===== src/design/pal_pkg.sv =====
// Shared constants, codes and control types for the positional array list.
package pal_pkg;

   // Parameter defaults
   localparam int CAPACITY_DEFAULT  = 128;
   localparam int WORD_BITS_DEFAULT = 32;

   // Fixed payload field widths
   localparam int OP_BITS     = 3;
   localparam int POS_BITS    = 8;
   localparam int DATA_BITS   = 32;
   localparam int STATUS_BITS = 3;
   localparam int LEN_BITS    = 8;

   // Operation codes
   localparam logic [OP_BITS-1:0] OP_INSERT = 3'd0;
   localparam logic [OP_BITS-1:0] OP_DELETE = 3'd1;
   localparam logic [OP_BITS-1:0] OP_GET    = 3'd2;
   localparam logic [OP_BITS-1:0] OP_PRIOR  = 3'd3;
   localparam logic [OP_BITS-1:0] OP_NEXT   = 3'd4;

   // Status codes
   localparam logic [STATUS_BITS-1:0] STS_OK    = 3'd0;
   localparam logic [STATUS_BITS-1:0] STS_RANGE = 3'd1;
   localparam logic [STATUS_BITS-1:0] STS_FULL  = 3'd2;
   localparam logic [STATUS_BITS-1:0] STS_EMPTY = 3'd3;
   localparam logic [STATUS_BITS-1:0] STS_NONE  = 3'd4;

   typedef enum logic [1:0] {
      S_IDLE,
      S_SHIFT,
      S_RESPOND
   } state_type;

   typedef enum logic [1:0] {
      ACT_NONE,
      ACT_READ,
      ACT_INSERT,
      ACT_DELETE
   } action_type;

   // Controller to datapath
   typedef struct packed {
      logic load;      // item accepted, latch and decode it
      logic shift;     // one step of the entry move
      logic finish;    // final insert write / count update
      logic out_load;  // load the result register
   } ctrl_cmd_type;

   // Datapath to controller
   typedef struct packed {
      action_type in_action;   // decoded action of the item at the input
      logic       shift_done;  // no moves left and no write pending
      logic       out_free;    // result register can take a new item
   } ctrl_sts_type;

endpackage


===== src/design/pal_controller.sv =====
// Controller: sequences accept, entry moves and result hand-off.
module pal_controller (
   input  logic                  clock,
   input  logic                  reset,
   input  logic                  req_valid,
   output logic                  req_ready,
   input  pal_pkg::ctrl_sts_type sts,
   output pal_pkg::ctrl_cmd_type cmd
);
   import pal_pkg::*;

   state_type state_ff, state_in;

   // State register
   always_ff @(posedge clock) begin
      if (reset) begin
         state_ff <= S_IDLE;
      end else begin
         state_ff <= state_in;
      end
   end

   // Next state and commands
   always_comb begin
      state_in  = state_ff;
      cmd       = '0;
      req_ready = 1'b0;
      unique case (state_ff)
         S_IDLE: begin
            req_ready = 1'b1;
            if (req_valid) begin
               cmd.load = 1'b1;
               if (sts.in_action == ACT_INSERT || sts.in_action == ACT_DELETE) begin
                  state_in = S_SHIFT;
               end else begin
                  state_in = S_RESPOND;
               end
            end
         end
         S_SHIFT: begin
            if (sts.shift_done) begin
               cmd.finish = 1'b1;
               state_in   = S_RESPOND;
            end else begin
               cmd.shift = 1'b1;
            end
         end
         S_RESPOND: begin
            if (sts.out_free) begin
               cmd.out_load = 1'b1;
               state_in     = S_IDLE;
            end
         end
         default: begin
            state_in = S_IDLE;
         end
      endcase
   end

endmodule


===== config.mk =====
export PLATFORM = sky130hd
export DESIGN_NAME = pal_controller
export DESIGN_NICKNAME = d
export VERILOG_FILES = /design/src/design/pal_pkg.sv /design/src/design/pal_controller.sv
export SDC_FILE = /design/constraint.sdc
export NUM_CORES = 1
export LEC_CHECK = 0
export ABC_CLOCK_PERIOD_IN_PS = 1800
export BUFFER_PORTS_ARGS = -buffer_cell sky130_fd_sc_hd__buf_2
export CAP_MARGIN = 5
export CORE_AREA = 3 3 40 42
export CTS_CLUSTER_SIZE = 28
export DETAILED_ROUTE_END_ITERATION = 7
export DIE_AREA = 0 0 43 45
export HOLD_SLACK_MARGIN = 0.06
export PLACE_DENSITY = 0.3
export SLEW_MARGIN = 20
export SYNTH_ARGS = -nofsm -noshare
export SYNTH_HDL_FRONTEND = slang
export SYNTH_SLANG_ARGS = --single-unit

===== constraint.sdc =====
create_clock -name clock -period 1.8 [get_ports clock]
set_clock_uncertainty 0.2 [all_clocks]
set_input_delay 0.09 -clock clock [delete_from_list [all_inputs] [get_ports clock]]
set_output_delay 0.09 -clock clock [all_outputs]
set_load 0.02 [all_outputs]

==> impl_metrics.yaml <==
logic_synthesis:
  synth_cell_type_count: 12
  yosysWarnings: 0
  avgSynthCellArea_um2: 9.027
  yosys.area.top_type_share: 0.3168
  synth_area_leader_cell: "dfxtp_1"
  yosysSeqAreaShare: 0.3168
  syn_nets: 21
  ys_seq_elements: 2
  netlist_area_um2: 126.4
  synthTopCellsByArea: "dfxtp_1 (32%), nor3b_1 (12%), and3b_2 (7.9%)"
  synthCells: 14
placement:
  placement.cell_area_um2: 195.2
  dp_hpwl_um: 322.7
  place_ws_ns: 0.5812
  io_buffers: 10
  place_congestion: 0.5663
layout:
  area_growth_pct: 88.12
  stdcell_area_um2: 237.7
  drive_above_1_share: 0.4828
  layout_commonest_cell: "buf_2"
  diodes: 0
  largest_register_ffs: 2
  finalNetCount: 38
  reg_top3: "state_ff: 2 flops"
  regMostFlops: "state_ff"
  layout_common_cells: "buf_2 (10), clkbuf_4 (3), nor3b_1 (2), dlygate4sd3_1 (2), dfxtp_1 (2)"
  fillers: 152
sta:
  timing.hold.ws_ns: 0.08873
  fmax_mhz: 631.8
  setup_viol: 0
  final-hold-violation-count: 0
  fin_ws_ns: 0.2171
  final_max_slew_viol_count: 0
  rsz0062_at_grt: "false"
  maxSlewHeadroom: 0.8018
  fin_crit_sh: 0.8794
  final.setup.tns_ns: 0
  worst_slew_pin_slew_ns: 0.2932
  post-route-min-period_ns: 1.583
routing:
  via_per_inst: 3.727
  drc: 0
  vias: 164
  postRouteAntennaNets: 0
  routed_wl_um: 400
  drtPass1Iterations: 2
  drt_iter0_drc: 3
  wl_per_cell_um: 9.091
grt:
  antenna_found_initial: 0
  grt_pass1_vias: 176
  grt_overflow: 0
  grt_max_degree: 9
  grt_use_total: 0.05897
  grt_pass1_wl_um: 731
power:
  intPower_uw: 141.1
  power_frac_clock: 0.514
  seqPwrFrac: 0.276
  p_leak_nw: 0.1160
  total_power_uw: 190.3
  switching_power_uw: 49.17
  power_density_mw_per_mm2: 800.5
  vdd_drop_max_mv: 0.1639
  pwr-share-comb: 0.209
  swShare: 0.2584
job:
  drv_cap: 0
hold_path:
  hold_class: "primary input to flip-flop"
  hold_depth: 3
  hold_path_end: "state_ff[1]"
  worstHoldStart: "sts[3]"
cts:
  cts_tree: "done"
  numCtsBuffers: 3
  clk_pin_slew_ns: 0.03
  root_buffer: "clkbuf_4"
  clk_latency_ns: 0.22
  cts_sinks: 2
  clockBufferDepth: 2
  htree_levels: 1
critical_path:
  reg2reg_depth: 3
  cp_max_fo: 8
  r2r_end: "state_ff[0]"
  r2r_slack_ns: 0.22
  cp.arrival_ns: 1.55
  critPathMaxStageDelay_ns: 0.56
  r2r-start: "state_ff[0]"
  crit_chain: "nand3b_1, a211oi_1, dlygate4sd3_1"
  critical_path_class: "flip-flop to flip-flop"
  slowest_stage: "dlygate4sd3_1"
  required_ns: 1.77
  end_kind: "flip-flop"
  start_kind: "flip-flop"
floorplanning:
  die_h_um: 45
  rows: 13
  coreArea_mm2: 0.001285
  die_area_mm2: 0.001935
  io_pins: 12
  die_x_um: 43
  start_util: 0.09834
run_status:
  status: "complete, no violations"
[power by group through the flow]
stage	Combinational, mW	Sequential (mW)	Clock (mW)
3_3_place_gp	0.0361	0.0530	0
3_5_place_dp	0.0369	0.0532	0
4_1_cts	0.0403	0.0526	0.101
6_report	0.0398	0.0526	0.0979
2_1_floorplan	0.0217	0.0518	0
5_1_grt	0.0438	0.0535	0.106
[cells by family after synthesis]
group,count (synthesis),share of synthesized area
compound gates,2,0.1287
buf+inv,1,0.02967
simple gates,9,0.5248
flops,2,0.3168
[timing repair]
action | 4_1_cts | 5_1_grt
hold endpoints to repair | 2 | 0
setup buffers | 0 | 0
gates resized for setup | 0 | 0
hold buffers | 2 | 0
[worst max-delay path: cells and delay by family, from the launching register on]
kind,cells,cell delay (ns)
buf+inv,1,0.56
compound gates,1,0.22
flops,1,0.35
simple gates,1,0.19
[final cells by class]
class | count | area [um^2] | area share
Multi-Input combinational cell | 11 | 82.58 | 0.3474
Timing Repair Buffer | 12 | 70.07 | 0.2947
Sequential cell | 2 | 40.04 | 0.1684
Clock buffer | 3 | 22.52 | 0.09474
Tap cell | 15 | 18.77 | 0.07895
Inverter | 1 | 3.754 | 0.01579
[through the flow]
step	cells	util
floorplan	14	-
detailed placement	39	0.1519
global route	44	0.1850
CTS	44	0.1850
global placement	39	0.1519
finish	44	0.1850
[cells in the mapped netlist (all sizes together)]
library cell	count
nand3b	1
a211oi	1
nand2b	1
and3b	2
nor2	1
dfxtp	2
and2	1
nor4b	1
inv	1
nor3b	2
o31a	1
[metal layers]
| layer | up-vias | GRT usage | share of wire |
|---|---|---|---|
| met3 | 2 | 0.03586 | 0.0050 |
| met4 | 0 | 0.07229 | 0.053 |
| li1 | 82 | - | - |
| met2 | 2 | 0.1078 | 0.69 |
| met5 | - | 0 | 0 |
| met1 | 78 | 0.03349 | 0.26 |
[how the worst max path moves through the flow]
| stage | slack, ns | endpoint | start | cells past startpoint |
|---|---|---|---|---|
| finish | 0.22 | state_ff[0] | state_ff[0] | 3 |
| global route | 0.11 | state_ff[0] | state_ff[0] | 3 |
| CTS | 0.21 | state_ff[0] | state_ff[0] | 3 |
| detailed placement | 0.58 | state_ff[1] | state_ff[1] | 2 |
| global placement | 0.61 | state_ff[1] | state_ff[1] | 2 |
| floorplan | 0.56 | cmd[3] | state_ff[1] | 2 |
(Power assumes the default switching activity.)
